$ cat config.mk
export PLATFORM = sky130hd
export DESIGN_NAME = gtd_fifo
export DESIGN_NICKNAME = d
export VERILOG_FILES = /design/src/rtl/gtd_pkg.sv /design/src/rtl/gtd_fifo.sv
export SDC_FILE = /design/constraint.sdc
export NUM_CORES = 1
export LEC_CHECK = 0
export ABC_AREA = 1
export ABC_CLOCK_PERIOD_IN_PS = 4000
export BUFFER_PORTS_ARGS = -buffer_cell sky130_fd_sc_hd__buf_2
export CORE_MARGIN = 2
export CORE_UTILIZATION = 53
export DETAILED_ROUTE_END_ITERATION = 10
export PLACE_DENSITY = 0.77
export SLEW_MARGIN = 20
export SYNTH_ARGS = -nofsm -noshare
export SYNTH_HDL_FRONTEND = slang
export SYNTH_SLANG_ARGS = --single-unit
$ cat constraint.sdc
create_clock -name i_clk -period 4 [get_ports i_clk]
set_input_delay 0.4 -clock i_clk [delete_from_list [all_inputs] [get_ports i_clk]]
set_output_delay 0.4 -clock i_clk [all_outputs]
set_load 0.05 [all_outputs]
$ cat src/rtl/gtd_pkg.sv
// ----------------------------------------------------------------------------
// gtd_pkg
// Shared types, constants and tables of the Goertzel tone detector.
// ----------------------------------------------------------------------------
package gtd_pkg;

    localparam int SAMPLE_BITS   = 16;
    localparam int MAX_FRAME_DEF = 4096;
    localparam int CFG_W         = 32;
    localparam int CFG_IDX_W     = 2;
    localparam int ACC_W         = 64;
    localparam int MUL_W         = 33;
    localparam int PROD_W        = 2 * MUL_W;
    localparam int PSUM_W        = 98;
    localparam int RE_W          = 69;
    localparam int AMP_W         = 32;
    localparam int PHASE_W       = 16;
    localparam int Z_W           = 19;
    localparam int ANG_W         = 14;
    localparam int CORDIC_STEPS  = 16;

    localparam logic [CFG_IDX_W-1:0] CFG_COS_W = 2'd0;
    localparam logic [CFG_IDX_W-1:0] CFG_SIN_W = 2'd1;

    localparam logic signed [CFG_W-1:0] COS_W_RESET = 32'sd1073741824;
    localparam logic signed [CFG_W-1:0] SIN_W_RESET = 32'sd0;

    localparam logic signed [PHASE_W-1:0] PI_Q13      = 16'sd25736;
    localparam logic [ANG_W-1:0]          HALF_PI_Q13 = 14'd12868;
    localparam logic signed [Z_W-1:0]     HALF_PI_Q16 = 19'sd102944;

    typedef struct packed {
        logic signed [SAMPLE_BITS-1:0] sample;
        logic                          last;
    } t_in_beat;

    typedef struct packed {
        logic [AMP_W-1:0]          amplitude;
        logic signed [PHASE_W-1:0] phase;
    } t_out_beat;

    typedef enum logic [2:0] {
        F_IDLE,
        F_MLO,
        F_MHI,
        F_SUM,
        F_UPD,
        F_PUSH
    } t_front_state;

    typedef enum logic [4:0] {
        B_IDLE,
        B_CLO,
        B_CHI,
        B_CSUM,
        B_SLO,
        B_SHI,
        B_SSUM,
        B_ABS,
        B_CHK,
        B_SQ1,
        B_SQ2,
        B_NSQ,
        B_SUM,
        B_CMP,
        B_DIV,
        B_SQR,
        B_PZ,
        B_NR,
        B_NL,
        B_CORD,
        B_ANG,
        B_OUT
    } t_back_state;

    // arctan(2^-i) in Q16
    function automatic logic signed [Z_W-1:0] atan_q16(input logic [3:0] i);
        logic signed [Z_W-1:0] v;
        case (i)
            4'd0:    v = 19'sd51472;
            4'd1:    v = 19'sd30386;
            4'd2:    v = 19'sd16055;
            4'd3:    v = 19'sd8150;
            4'd4:    v = 19'sd4091;
            4'd5:    v = 19'sd2047;
            4'd6:    v = 19'sd1024;
            4'd7:    v = 19'sd512;
            4'd8:    v = 19'sd256;
            4'd9:    v = 19'sd128;
            4'd10:   v = 19'sd64;
            4'd11:   v = 19'sd32;
            4'd12:   v = 19'sd16;
            4'd13:   v = 19'sd8;
            4'd14:   v = 19'sd4;
            4'd15:   v = 19'sd2;
            default: v = 19'sd0;
        endcase
        return v;
    endfunction

endpackage

$ cat src/rtl/gtd_fifo.sv
// ----------------------------------------------------------------------------
// gtd_fifo
// Small first-word-fall-through register queue.
// ----------------------------------------------------------------------------
module gtd_fifo
    import gtd_pkg::*;
#(
    parameter int W     = 8,
    parameter int DEPTH = 2
) (
    input  logic         i_clk,
    input  logic         i_rst_n,
    input  logic         i_push,
    input  logic [W-1:0] i_wdata,
    output logic         o_full,
    input  logic         i_pop,
    output logic [W-1:0] o_rdata,
    output logic         o_empty
);

    localparam int AW = (DEPTH > 1) ? $clog2(DEPTH) : 1;
    localparam int CW = $clog2(DEPTH + 1);

    logic [W-1:0]  r_mem [DEPTH];
    logic [AW-1:0] r_wr;
    logic [AW-1:0] r_rd;
    logic [CW-1:0] r_cnt;
    logic          w_do_push;
    logic          w_do_pop;

    assign o_full    = (r_cnt == CW'(DEPTH));
    assign o_empty   = (r_cnt == '0);
    assign w_do_push = i_push && !o_full;
    assign w_do_pop  = i_pop && !o_empty;
    assign o_rdata   = r_mem[r_rd];

    always_ff @(posedge i_clk) begin
        if (!i_rst_n) begin
            r_wr  <= '0;
            r_rd  <= '0;
            r_cnt <= '0;
        end else begin
            if (w_do_push) begin
                r_mem[r_wr] <= i_wdata;
                r_wr <= (r_wr == AW'(DEPTH - 1)) ? '0 : r_wr + 1'b1;
            end
            if (w_do_pop) begin
                r_rd <= (r_rd == AW'(DEPTH - 1)) ? '0 : r_rd + 1'b1;
            end
            if (w_do_push && !w_do_pop) begin
                r_cnt <= r_cnt + 1'b1;
            end else if (w_do_pop && !w_do_push) begin
                r_cnt <= r_cnt - 1'b1;
            end
        end
    end

endmodule

# Yosys cells after proc, flatten, opt, wreduce, memory -nomap -nowiden
# Memory sizes are Yosys's and may differ from the RTL's. A register that Yosys moved wholly into a read port is not among the register bits.
# Index checks and enable logic that the tools add are counted.
# word_totals
register_bits	4
ramBits	16
in_bits	12
out_inout_bits	10
memories	1
# classes
addsub	4
n_eq_ne	1
mux	9
n_reduce_logical	10
# mem_list
name	depth	word_bits	rd	rd_ports_with_merged_regs	wr	line_no	text
r_mem	2	8	1	1	1	gtd_fifo.sv:24	logic [W-1:0] r_mem [DEPTH];
# ops
cell	count
two-way mux 1 bit	7
logical AND 1 bit	4
zero test 1 bit	4
two-way mux 2 bit	2
adder 1 bit (second input constant)	2
adder 2 x 1 -> 2 bit (second input constant)	1
== test 2 bit (second input constant)	1
zero test 2 bit	1
nonzero test 2 bit	1
subtractor 2 x 1 -> 2 bit (second input constant)	1

# Logic depth before layout (Yosys ltp)
# depth
word_depth	7
ltp_mapped	10

# Worst setup path before layout
# OpenSTA, ideal clock, no wires.
# synth_path
path_kind	reg-to-reg
start	register r_cnt[0]
end	register r_cnt[1]
setup_ns	0.064
arrival_ns	1.733
t_required_ns	3.936
setup_slack_ns	2.203
stages_incl_launch_ff	10
n_path_buf	0
period_less_slack_ns	1.797
cell_sequence	dfxtp_1 nor2_1 nor2_2 inv_1 ha_1 inv_1 nand3_1 nand2_1 inv_1 nor2_1
# synth_via
elab_chain_len	6
elab_cells_between_ends	15
# synth_rtl
item	line_no	text
start, declared	gtd_fifo.sv:27	logic [CW-1:0] r_cnt;
start signal, assigned	gtd_fifo.sv:51	r_cnt <= r_cnt + 1'b1;
start signal, assigned	gtd_fifo.sv:53	r_cnt <= r_cnt - 1'b1;
zero test 2 bit *	gtd_fifo.sv:32	assign o_empty = (r_cnt == '0);
via o_empty	gtd_fifo.sv:18	output logic o_empty
zero test 1 bit *	gtd_fifo.sv:34	assign w_do_pop = i_pop && !o_empty;
logical AND 1 bit *	gtd_fifo.sv:34	
zero test 1 bit	gtd_fifo.sv:50	if (w_do_push && !w_do_pop) begin
logical AND 1 bit	gtd_fifo.sv:50	
two-way mux 2 bit or nonzero test 2 bit (tied branches)	n/a	
# Mark *: on every way through the listed nets, which the timed path passes. The rest lies on a longest branch. The select of a mux whose other input is x is not followed.
# A chain may end at the register's enable or synchronous reset.

==> flow_summary.toml <==
[timing]
hold_viol_final = 0
setup_viol = 0
slew_violations = 0
rsz0062_at_grt = "false"
max_freq_mhz = 549
setup-tns-final_ns = 0
period_share_pct = 45.5
slew_headroom_pct = 27.6
fin_crit_ns = 1.82
fin_worst_skew_ns = 0.00157
tightest_slew_ns = 1.08
setup_slack_ns = 2.18

[critical_path]
r2r_setup_slack_ns = 2.23
reg2reg_depth = 2
cp-end-kind = "output pin"
crit_path_start_kind = "flip-flop"
required_ns = 3.60
path_max_fanout = 8
r2r-start = "r_cnt[0]$_SDFFE_PN0P_"
r2r_end = "r_mem[1][4]$_DFFE_PP_"
path_class = "flip-flop to output pin"
cp.arrival_ns = 1.42

[pwr]
ir_drop_mv = 0.433
p_per_area_nw_per_um2 = 658
p_leak_nw = 0.409
p_total_mw = 0.649

[global_routing]
antenna_found_initial = 0
grt_util_all_layers_pct = 15.0
overflow = 0
grt_max_degree = 12
grt_pass1_wl_mm = 1.95
grt_pass1_vias = 509

[yosys]
synth_cell_types = 18
syn_avg_cell_area_um2 = 12.9
synth_xor_area_share_pct = 0
synth_top_family_by_area = "simple AND/OR/NAND/NOR gates"
mappedNetlistNets = 78
synthCells = 65
synth_simple_gate_area_share_pct = 10.7
synth.mux.area_fraction_pct = 10.7
yosys_register_bits = 21
ys_seq_area_share_pct = 69.2
syn_area_um2 = 840
synth_top_area_cell = "edfxtp_1"
synth_compound_area_share_pct = 2.83
synth_area_leaders = "edfxtp_1 (57%), dfxtp_1 (12%), mux2_2 (11%)"
synth_fa_ha_area_share_pct = 1.49
synth_top_area_share_pct = 57.2
ys_warn_count = 0

[detailed_routing]
vias_per_cell = 5.02
drc = 0
avgRoutedWirePerCell_um = 12.2
antenna_left = 0
first_pass_iters = 4
drt-initial-drc-count = 11
drt_wl_total_mm = 1.28
vias = 527

[clock_tree]
clk_latency_ns = 0.29
clkSlewWorstSetupHoldPaths_ns = 0.11
root_buffer = "clkbuf_4"
clockBufferDepth = 2
h-tree-depth = 1
cts_tree = "done"
ctsHoldBuffers = 0
ctsResizeCount = 0
cts.sinks = 21
post_cts_buffers = 0
cts_buffers = 3

[finish]
final_util_pct = 66.2
area.growth.synth_to_final_pct = 17.4
num_antenna_cells = 0
drive_gt1_share_pct = 42.7
final_net_count = 103

[hold_path]
hold_end = "r_mem[0][6]$_DFFE_PP_"
hold_path.class = "input port to flip-flop"
hold_start = "i_wdata[6]"
worstHoldPathCells = 1

[die]
ios = 22
start_util_pct = 56.4
die_h_um = 43.8
die-area_um2 = 1920
fp-row-count = 14
die_w_um = 43.8
core_um2 = 1490

[flow_run]
maxCapViolCount = 0

[placement]
dpl.hpwl_um = 979
dp_slack_ns = 2.11
port_buffers = 21
finalWeightedCongestion = 0.673

[status]
status = "finished, final reports clean"
==> worst max path at each step <==
stage | end | startpoint | slack [ns] | cells past startpoint
global placement | r_mem[1][0]$_DFFE_PP_ | i_rst_n | 2.22 | 3
global route | o_rdata[3] | flip-flop | 2.09 | 2
finish | o_rdata[2] | flip-flop | 2.18 | 2
floorplan | r_cnt[1]$_SDFFE_PN0P_ | r_cnt[0]$_SDFFE_PN0P_ | 2.20 | 9
CTS | o_rdata[4] | flip-flop | 2.14 | 2
detailed placement | r_mem[1][4]$_DFFE_PP_ | i_rst_n | 2.11 | 3
==> routing by layer <==
layer	part of all wire, %	global-route usage (%)
met1	40	14.4
met5	0	0
met3	3.8	2.92
met4	1.7	12.7
met2	54	26.8
==> kinds of logic after synthesis <==
group / after synthesis
compound gates: 4
fa+ha+maj: 1
buf+inv: 11
flops: 21
mux: 8
simple gates: 20
==> registers in the layout (all words and copies together) (netlist names), named ones only <==
signal,flops
r_cnt,2
r_mem,16
r_rd,1
r_wr,1
==> critical path, stage by stage, from the launching register on <==
cell and delay [ns]:
dfxtp_1 0.54, mux2_2 0.38, buf_2 0.21
==> report_power, final <==
group / switching [mW] / internal [mW]
combinational: 0.186 / 0.0755
clock: 0.0576 / 0.0388
sequential: 0.0245 / 0.267
total: 0.268 / 0.382
==> stage by stage <==
stage	hold slack, ns	instances	cell area [µm²]
floorplan	0.455	65	840
global placement	0.470	101	960
detailed placement	0.477	101	960
CTS	0.279	105	986
global route	0.275	105	986
finish	0.291	105	986
==> cells in the mapped netlist <==
| library cell | number |
|---|---|
| inv_2 | 1 |
| nand2_1 | 7 |
| inv_1 | 9 |
| a21oi_1 | 1 |
| buf_2 | 1 |
| o21ai_1 | 1 |
| dfxtp_1 | 5 |
| a21oi_2 | 1 |
| nor2_1 | 6 |
| o21ai_0 | 1 |
| ha_1 | 1 |
| edfxtp_1 | 16 |
| nand2_2 | 1 |
| nor3_1 | 1 |
| nand4_1 | 1 |
| nor2_2 | 3 |
| mux2_2 | 8 |
| nand3_1 | 1 |
==> final cells by class <==
type | instances | area [µm²]
Tap cell | 16 | 20.0
Multi-Input combinational cell | 33 | 216
Clock buffer | 4 | 26.3
Inverter | 10 | 37.5
Sequential cell | 21 | 581
Fill cell | 118 | 503
Timing Repair Buffer | 21 | 105
==> placed cells by master (no fill, tap or decap), drive strengths merged <==
cell type and instances:
o21ai 2, nand4 1, buf 21, inv 10, nor3 1, mux2 8, dfxtp 5, nand3 1
edfxtp 16, a21oi 2, nand2 8, ha 1, nor2 9, clkbuf 4
Power figures use the tool's default switching activity.
