`config.mk`:
```
export PLATFORM = sky130hd
export DESIGN_NAME = gtd_front
export DESIGN_NICKNAME = d
export VERILOG_FILES = /design/src/rtl/gtd_pkg.sv /design/src/rtl/gtd_front.sv
export SDC_FILE = /design/constraint.sdc
export NUM_CORES = 2
export LEC_CHECK = 0
export ABC_AREA = 1
export CORE_UTILIZATION = 55
export DETAILED_ROUTE_END_ITERATION = 7
export DONT_BUFFER_PORTS = 1
export HOLD_SLACK_MARGIN = 0.05
export PLACE_DENSITY = 0.7
export SKIP_LAST_GASP = 1
export SYNTH_ARGS = -nofsm -noshare
export SYNTH_HDL_FRONTEND = slang
export SYNTH_SLANG_ARGS = --single-unit
```
`constraint.sdc`:
```
create_clock -name i_clk -period 16.1 [get_ports i_clk]
set_clock_uncertainty 0.15 [all_clocks]
set_input_delay 3.22 -clock i_clk [delete_from_list [all_inputs] [get_ports i_clk]]
set_output_delay 3.22 -clock i_clk [all_outputs]
set_load 0.005 [all_outputs]
```
`src/rtl/gtd_pkg.sv`:
```
// ----------------------------------------------------------------------------
// gtd_pkg
// Shared types, constants and tables of the Goertzel tone detector.
// ----------------------------------------------------------------------------
package gtd_pkg;

    localparam int SAMPLE_BITS   = 16;
    localparam int MAX_FRAME_DEF = 4096;
    localparam int CFG_W         = 32;
    localparam int CFG_IDX_W     = 2;
    localparam int ACC_W         = 64;
    localparam int MUL_W         = 33;
    localparam int PROD_W        = 2 * MUL_W;
    localparam int PSUM_W        = 98;
    localparam int RE_W          = 69;
    localparam int AMP_W         = 32;
    localparam int PHASE_W       = 16;
    localparam int Z_W           = 19;
    localparam int ANG_W         = 14;
    localparam int CORDIC_STEPS  = 16;

    localparam logic [CFG_IDX_W-1:0] CFG_COS_W = 2'd0;
    localparam logic [CFG_IDX_W-1:0] CFG_SIN_W = 2'd1;

    localparam logic signed [CFG_W-1:0] COS_W_RESET = 32'sd1073741824;
    localparam logic signed [CFG_W-1:0] SIN_W_RESET = 32'sd0;

    localparam logic signed [PHASE_W-1:0] PI_Q13      = 16'sd25736;
    localparam logic [ANG_W-1:0]          HALF_PI_Q13 = 14'd12868;
    localparam logic signed [Z_W-1:0]     HALF_PI_Q16 = 19'sd102944;

    typedef struct packed {
        logic signed [SAMPLE_BITS-1:0] sample;
        logic                          last;
    } t_in_beat;

    typedef struct packed {
        logic [AMP_W-1:0]          amplitude;
        logic signed [PHASE_W-1:0] phase;
    } t_out_beat;

    typedef enum logic [2:0] {
        F_IDLE,
        F_MLO,
        F_MHI,
        F_SUM,
        F_UPD,
        F_PUSH
    } t_front_state;

    typedef enum logic [4:0] {
        B_IDLE,
        B_CLO,
        B_CHI,
        B_CSUM,
        B_SLO,
        B_SHI,
        B_SSUM,
        B_ABS,
        B_CHK,
        B_SQ1,
        B_SQ2,
        B_NSQ,
        B_SUM,
        B_CMP,
        B_DIV,
        B_SQR,
        B_PZ,
        B_NR,
        B_NL,
        B_CORD,
        B_ANG,
        B_OUT
    } t_back_state;

    // arctan(2^-i) in Q16
    function automatic logic signed [Z_W-1:0] atan_q16(input logic [3:0] i);
        logic signed [Z_W-1:0] v;
        case (i)
            4'd0:    v = 19'sd51472;
            4'd1:    v = 19'sd30386;
            4'd2:    v = 19'sd16055;
            4'd3:    v = 19'sd8150;
            4'd4:    v = 19'sd4091;
            4'd5:    v = 19'sd2047;
            4'd6:    v = 19'sd1024;
            4'd7:    v = 19'sd512;
            4'd8:    v = 19'sd256;
            4'd9:    v = 19'sd128;
            4'd10:   v = 19'sd64;
            4'd11:   v = 19'sd32;
            4'd12:   v = 19'sd16;
            4'd13:   v = 19'sd8;
            4'd14:   v = 19'sd4;
            4'd15:   v = 19'sd2;
            default: v = 19'sd0;
        endcase
        return v;
    endfunction

endpackage

```
`src/rtl/gtd_front.sv`:
```
// ----------------------------------------------------------------------------
// gtd_front
// Sample front end: runs the Goertzel recurrence and hands finished frames on.
// ----------------------------------------------------------------------------
module gtd_front
    import gtd_pkg::*;
#(
    parameter int MAX_FRAME = MAX_FRAME_DEF,
    parameter int CNT_W     = $clog2(MAX_FRAME + 1)
) (
    input  logic                    i_clk,
    input  logic                    i_rst_n,
    input  logic                    i_push,
    output logic                    o_full,
    input  t_in_beat                i_in,
    input  logic signed [CFG_W-1:0] i_cos_w,
    output logic                    o_frm_push,
    output logic [2*ACC_W+CNT_W-1:0] o_frm,
    input  logic                    i_frm_full
);

    t_front_state              r_state;
    t_front_state              n_state;
    logic signed [ACC_W-1:0]   r_s1;
    logic signed [ACC_W-1:0]   r_s2;
    logic [CNT_W-1:0]          r_cnt;
    logic signed [SAMPLE_BITS-1:0] r_x;
    logic                      r_last;
    logic signed [PROD_W-1:0]  r_p0;
    logic signed [PROD_W-1:0]  r_p1;
    logic signed [RE_W-1:0]    r_t;

    logic signed [MUL_W-1:0]   w_mul_a;
    logic signed [MUL_W-1:0]   w_cos;
    logic signed [PROD_W-1:0]  w_prod;
    logic signed [PSUM_W-1:0]  w_psum;
    logic signed [RE_W+1:0]    w_v;
    logic signed [ACC_W-1:0]   w_sat;

    assign w_cos   = MUL_W'(i_cos_w);
    assign w_mul_a = (r_state == F_MLO) ? $signed({1'b0, r_s1[31:0]})
                                        : $signed({r_s1[63], r_s1[63:32]});
    assign w_prod  = w_mul_a * w_cos;

    // 2*cos*s1 / 2^30 with round half up
    assign w_psum = (PSUM_W'(r_p1) <<< 32) + PSUM_W'(r_p0) + PSUM_W'(64'sd268435456);

    assign w_v = (RE_W+2)'(r_t) + (RE_W+2)'(r_x) - (RE_W+2)'(r_s2);

    always_comb begin
        if ((&w_v[RE_W+1:ACC_W-1]) || !(|w_v[RE_W+1:ACC_W-1])) begin
            w_sat = w_v[ACC_W-1:0];
        end else if (w_v[RE_W+1]) begin
            w_sat = {1'b1, {(ACC_W-1){1'b0}}};
        end else begin
            w_sat = {1'b0, {(ACC_W-1){1'b1}}};
        end
    end

    assign o_full = (r_state != F_IDLE) || !i_rst_n;
    assign o_frm  = {r_s1, r_s2, r_cnt};

    always_comb begin
        n_state    = r_state;
        o_frm_push = 1'b0;
        case (r_state)
            F_IDLE: if (i_push) n_state = F_MLO;
            F_MLO:  n_state = F_MHI;
            F_MHI:  n_state = F_SUM;
            F_SUM:  n_state = F_UPD;
            F_UPD:  n_state = r_last ? F_PUSH : F_IDLE;
            F_PUSH: begin
                if (!i_frm_full) begin
                    o_frm_push = 1'b1;
                    n_state    = F_IDLE;
                end
            end
            default: n_state = F_IDLE;
        endcase
    end

    always_ff @(posedge i_clk) begin
        if (!i_rst_n) begin
            r_state <= F_IDLE;
            r_s1    <= '0;
            r_s2    <= '0;
            r_cnt   <= '0;
        end else begin
            r_state <= n_state;
            case (r_state)
                F_IDLE: begin
                    if (i_push) begin
                        r_x    <= i_in.sample;
                        r_last <= i_in.last;
                    end
                end
                F_MLO: r_p0 <= w_prod;
                F_MHI: r_p1 <= w_prod;
                F_SUM: r_t  <= w_psum[PSUM_W-1:29];
                F_UPD: begin
                    r_s2 <= r_s1;
                    r_s1 <= w_sat;
                    if (r_cnt < CNT_W'(MAX_FRAME)) begin
                        r_cnt <= r_cnt + 1'b1;
                    end
                end
                F_PUSH: begin
                    if (!i_frm_full) begin
                        r_s1  <= '0;
                        r_s2  <= '0;
                        r_cnt <= '0;
                    end
                end
                default: ;
            endcase
        end
    end

endmodule

```
# Word level (Yosys, flattened, before mapping)
# Cells that the tools add are included.
# totals
register_bits,360
inputBits,53
elab_cells,55
out_inout_bits,143
# op_classes
add_sub_neg,5
eq_ne,8
n_reduce_logical,16
multipliers,1
muxes,15
order_cmp,1
# ops
cell,count
64-bit one-hot mux with 2 select lines,2
64-bit two-way mux,3
97-bit by 65-bit adder with 98-bit output,1
98-bit by 30-bit adder with 98-bit output (second input constant),1
70-bit by 64-bit subtractor with 71-bit output,1
69-bit by 16-bit adder with 70-bit output,1
33-bit by 32-bit multiplier with 65-bit output,1
33-bit two-way mux,1
13-bit two-way mux,2
13-bit one-hot mux with 2 select lines,1
3-bit one-hot mux with 6 select lines,1
13-bit by 1-bit adder with 13-bit output (second input constant),1
13-bit less-than comparator (second input constant),1
2-bit AND reduction,5
3-bit two-way mux,3
8-bit AND reduction,1
8-bit OR reduction,1
3-bit by 2-bit == test with 1-bit output (second input constant),2
3-bit == test (second input constant),2
2-bit != test (second input constant),3
3-bit AND reduction,2
3-bit by 1-bit == test with 1-bit output (second input constant),1
3-bit zero test,1
3-bit nonzero test,1
other kinds (4),7

# Longest topological paths before layout
# depth
ltp_word,7
mapped_depth,41
mapped_depth_nobuf,38

# Worst setup path before layout
# OpenSTA, ideal clock, no wires.
# synth_path
path_kind,input -> register
start,in i_cos_w[6]
end,"reg r_p0[61], data pin"
setup_slack_ps,5597
stages,27
t_arrival_ps,10090
path_buffers,1
setup_time_ps,263
path_cell_list,clkbuf_1 clkinv_1 nor2_1 fa_1 inv_1 fa_1 inv_1 fa_1 fa_1 inv_1 fa_1 inv_1 fa_1 inv_1 fa_1 inv_1 fa_1 ha_1 nand2_1 nor2_1 inv_1 nor2_1 inv_1 nor4_1 nand4_1 nand4_1 xor2_1
# synth_between
elab_chain_cells,1
# synth_rtl
element,line,source
start: declaration,gtd_front.sv:16,"input logic signed [CFG_W-1:0] i_cos_w,"
33-bit by 32-bit multiplier with 65-bit output,gtd_front.sv:43,assign w_prod = w_mul_a * w_cos;
named net w_prod[61],gtd_front.sv:35,logic signed [PROD_W-1:0] w_prod;
end signal: assignment,gtd_front.sv:97,F_MLO: r_p0 <= w_prod;
end: declaration,gtd_front.sv:29,logic signed [PROD_W-1:0] r_p0;
# The timed path passes the listed nets, and every way through them passes these cells.
# A chain may end at the register's enable or synchronous reset.

# Worst setup path in the final report
# layout_path
start,in i_cos_w[6]
end,"reg r_p1[61], data pin"
# layout_between
elab_chain_cells,1
# layout_rtl
element,line,source
33-bit by 32-bit multiplier with 65-bit output,gtd_front.sv:43,
named net w_prod[61],gtd_front.sv:35,
end signal: assignment,gtd_front.sv:98,F_MHI: r_p1 <= w_prod;
end: declaration,gtd_front.sv:30,logic signed [PROD_W-1:0] r_p1;
# The timed path passes the listed nets, and every way through them passes these cells.

==> run metrics <==
simple-gate area share of the yosys netlist=17.6%; CTS Hold Bufs=0; # DRC=0; Post-CTS Setup Inserts=0; Crit. End Element=register; CP Max Fanout=18; RR Startpoint=r_state[2]; Critical Path Source=i_cos_w[6]; GPL Wtd Cong=1.02; largest net degree at the start of global routing=73; Post-Synth XOR/XNOR Area=2.95%; I/O Buffers=0; Die Width=332 um; post-layout min period=11.16 ns; layout cells sized above 1=3.48%; first drt pass iteration count=6; status=finished clean; Routed wire per std cell=23.9 um; Post-synth EDFFs=188; post-DP HPWL=172 mm; Post-CTS Resized=0; Syn. warnings=0; CTS tree=built; Synth Net Count=8901; Adder-Cell Fraction of Synth Area=46.1%; Slew Viols, Final=0; routed vias/inst=5.68; first-pass GRT wire length=314 mm; Max Fclk=0.0896 GHz; global route overflow=0; post-synthesis mux area share=0%; hold depth=2; setup violators final=0; sequential share of the synthesized area=14.2%; flop and latch count out of synthesis=332; Worst Path Required=16.27 ns; final hold slack=0.377 ns; largest family of logic cells by synthesized area=adder cells; vias in the first global route=51.6k; worst slew pin tran=1.19 ns; initial core utilization=55.8%; final net count=8782; Post-Route WL=207 mm; Syn Inst Count=7343; initial antenna violation count=3; Startpoint Class=input port; die area=111000 sq um; Top FF cell, synth=edfxtp_1; cell area after synthesis=60100 sq um; CTS buffer count=37; clock latency on the worst-skew pair=0.61 ns; synth unique cells=58; Max transition margin=20.6%; CTS max path bufs=3; Compound-Gate Fraction of Synth Area=6.50%; WHS Endpoint=r_cnt[5]; setup ws final=4.94 ns; clk sinks=332; FF-to-FF End=r_p0[58]; clk root buf=clkbuf_16; GRT Util Overall=38.1%; # rows=120; Final Hold Viols=0; H-tree levels=2; r2r worst-path depth=30; setup_tns=0 ns; total number of vias=49.2k; Crit Path Class=in2reg; clk slew on worst S/H paths=0.06 ns; post-synthesis area per instance=8.18 sq um; dpl ws=4.35 ns; # IOs=196; r2r setup slk=5.25 ns; Chip Height=332 um; Async SR Flop Fraction=0%; Fillers=9904; # Max-Cap Violations=0; arrival time worst endpoint=11.33 ns; area grow syn2layout=4.08%; core area=108000 sq um; worst hold-check path type=reg2reg; period utilization=69.3%; Iter 0 DRT Violations=4271; Multi-input gate area=44100 sq um; RSZ-0062 raised after global routing=no; register area=8530 sq um; hold wc startpoint=r_cnt[5]; Routed Antenna Nets=0
-- cells by family after synthesis --
| family | after synthesis |
|---|---|
| buf+inv | 1956 |
| fa+ha+maj | 1505 |
| xor+xnor | 202 |
| flops | 332 |
| simple gates | 2635 |
| compound gates | 713 |
-- sequential cells by signal, indices dropped and copies added, names as in the netlist --
signal   flops
r_s2        64
r_p1        65
r_state      3
r_p0        37
r_cnt       13
r_s1        64
r_t         69
r_last       1
r_x         16
-- cell type report --
cell class / count / area share, %
tap: 1403 / 2.81
sequential: 332 / 13.6
inverter: 1726 / 10.4
timing repair buffer: 72 / 0.865
antenna: 2 / 0.00801
clock inverter: 15 / 0.208
clock buffer: 50 / 1.63
multi-input combinational: 5055 / 70.5
-- Yosys cell counts, types with 30 or more instances --
cell	instances	area (sq um)
a21oi_1	405	2030
fa_1	1181	23600
edfxtp_1	188	5650
xor2_1	108	946
dfxtp_1	144	2880
clkbuf_1	189	709
inv_1	1693	6350
nor3_1	30	150
o21ai_0	123	616
nand2_2	30	188
nand2_1	1507	5660
xnor2_1	94	823
nand3_1	135	676
ha_1	324	4050
a31oi_1	67	419
nor2_1	838	3150
-- worst max-delay path, stage by stage --
cell      delay (ns)
clkinv_1        0.54
nor2_1          0.44
fa_1            0.46
inv_1           0.28
fa_1            0.50
inv_1           0.22
fa_1            0.50
fa_1            0.90
inv_1           0.40
fa_1            0.60
inv_1           0.06
fa_1            0.52
inv_1           0.05
fa_1            0.47
inv_1           0.05
fa_1            0.45
ha_1            0.40
nand2_1         0.11
nor2_1          0.15
inv_1           0.10
nor2_1          0.15
inv_1           0.07
nor4_1          0.30
nand4_1         0.16
nand4_1         0.12
xor2_1          0.08
-- routing by layer --
layer  track usage [%]  share of wire (%)
met1              47.9                 37
met2              61.6                 46
met3              7.17                9.5
met4              22.0                6.9
met5                 0             0.0097
-- through the flow --
step	util, %	instance area [sq um]	instances
floorplan	-	60100	7343
global placement	57.0	61400	8588
detailed placement	57.0	61400	8588
CTS	58.1	62500	8653
global route	58.1	62500	8655
finish	58.1	62500	8655
-- layout by cell type, fill, tap and decap left out, drive strengths merged, types with 3 or more instances in the layout --
master	synthesis	routed
clkinvlp	0	5
edfxtp	188	188
dfxtp	144	144
a21oi	406	406
o21ai	153	153
and3	3	3
ha	324	324
nand2	1539	1539
a21boi	11	11
a211oi	5	5
nor2	867	867
o21bai	24	24
a31oi	67	67
clkinv	20	28
a221oi	4	4
nor4	13	13
clkbuf	192	50
a21o	17	17
nand3b	3	3
xor2	108	108
nand3	144	144
and2	3	3
nor3	34	34
o211ai	8	8
o21a	10	10
xnor2	94	94
inv	1706	1708
fa	1181	1181
buf	27	72
nand4	28	28
-- worst max-delay path by stage --
| stage | to | slack, ns | cells past startpoint |
|---|---|---|---|
| 2_1_floorplan | r_p0[61] | 5.60 | 27 |
| 5_1_grt | r_p0[61] | 4.50 | 26 |
| 3_3_place_gp | r_p0[53] | 4.47 | 24 |
| 4_1_cts | r_p1[61] | 4.95 | 26 |
| 6_report | r_p1[61] | 4.94 | 26 |
| 3_5_place_dp | r_p0[61] | 4.35 | 26 |
Power is left out: the tool's default activity adds up to more than one toggle a clock period on the data nets, which glitch-free logic cannot reach.
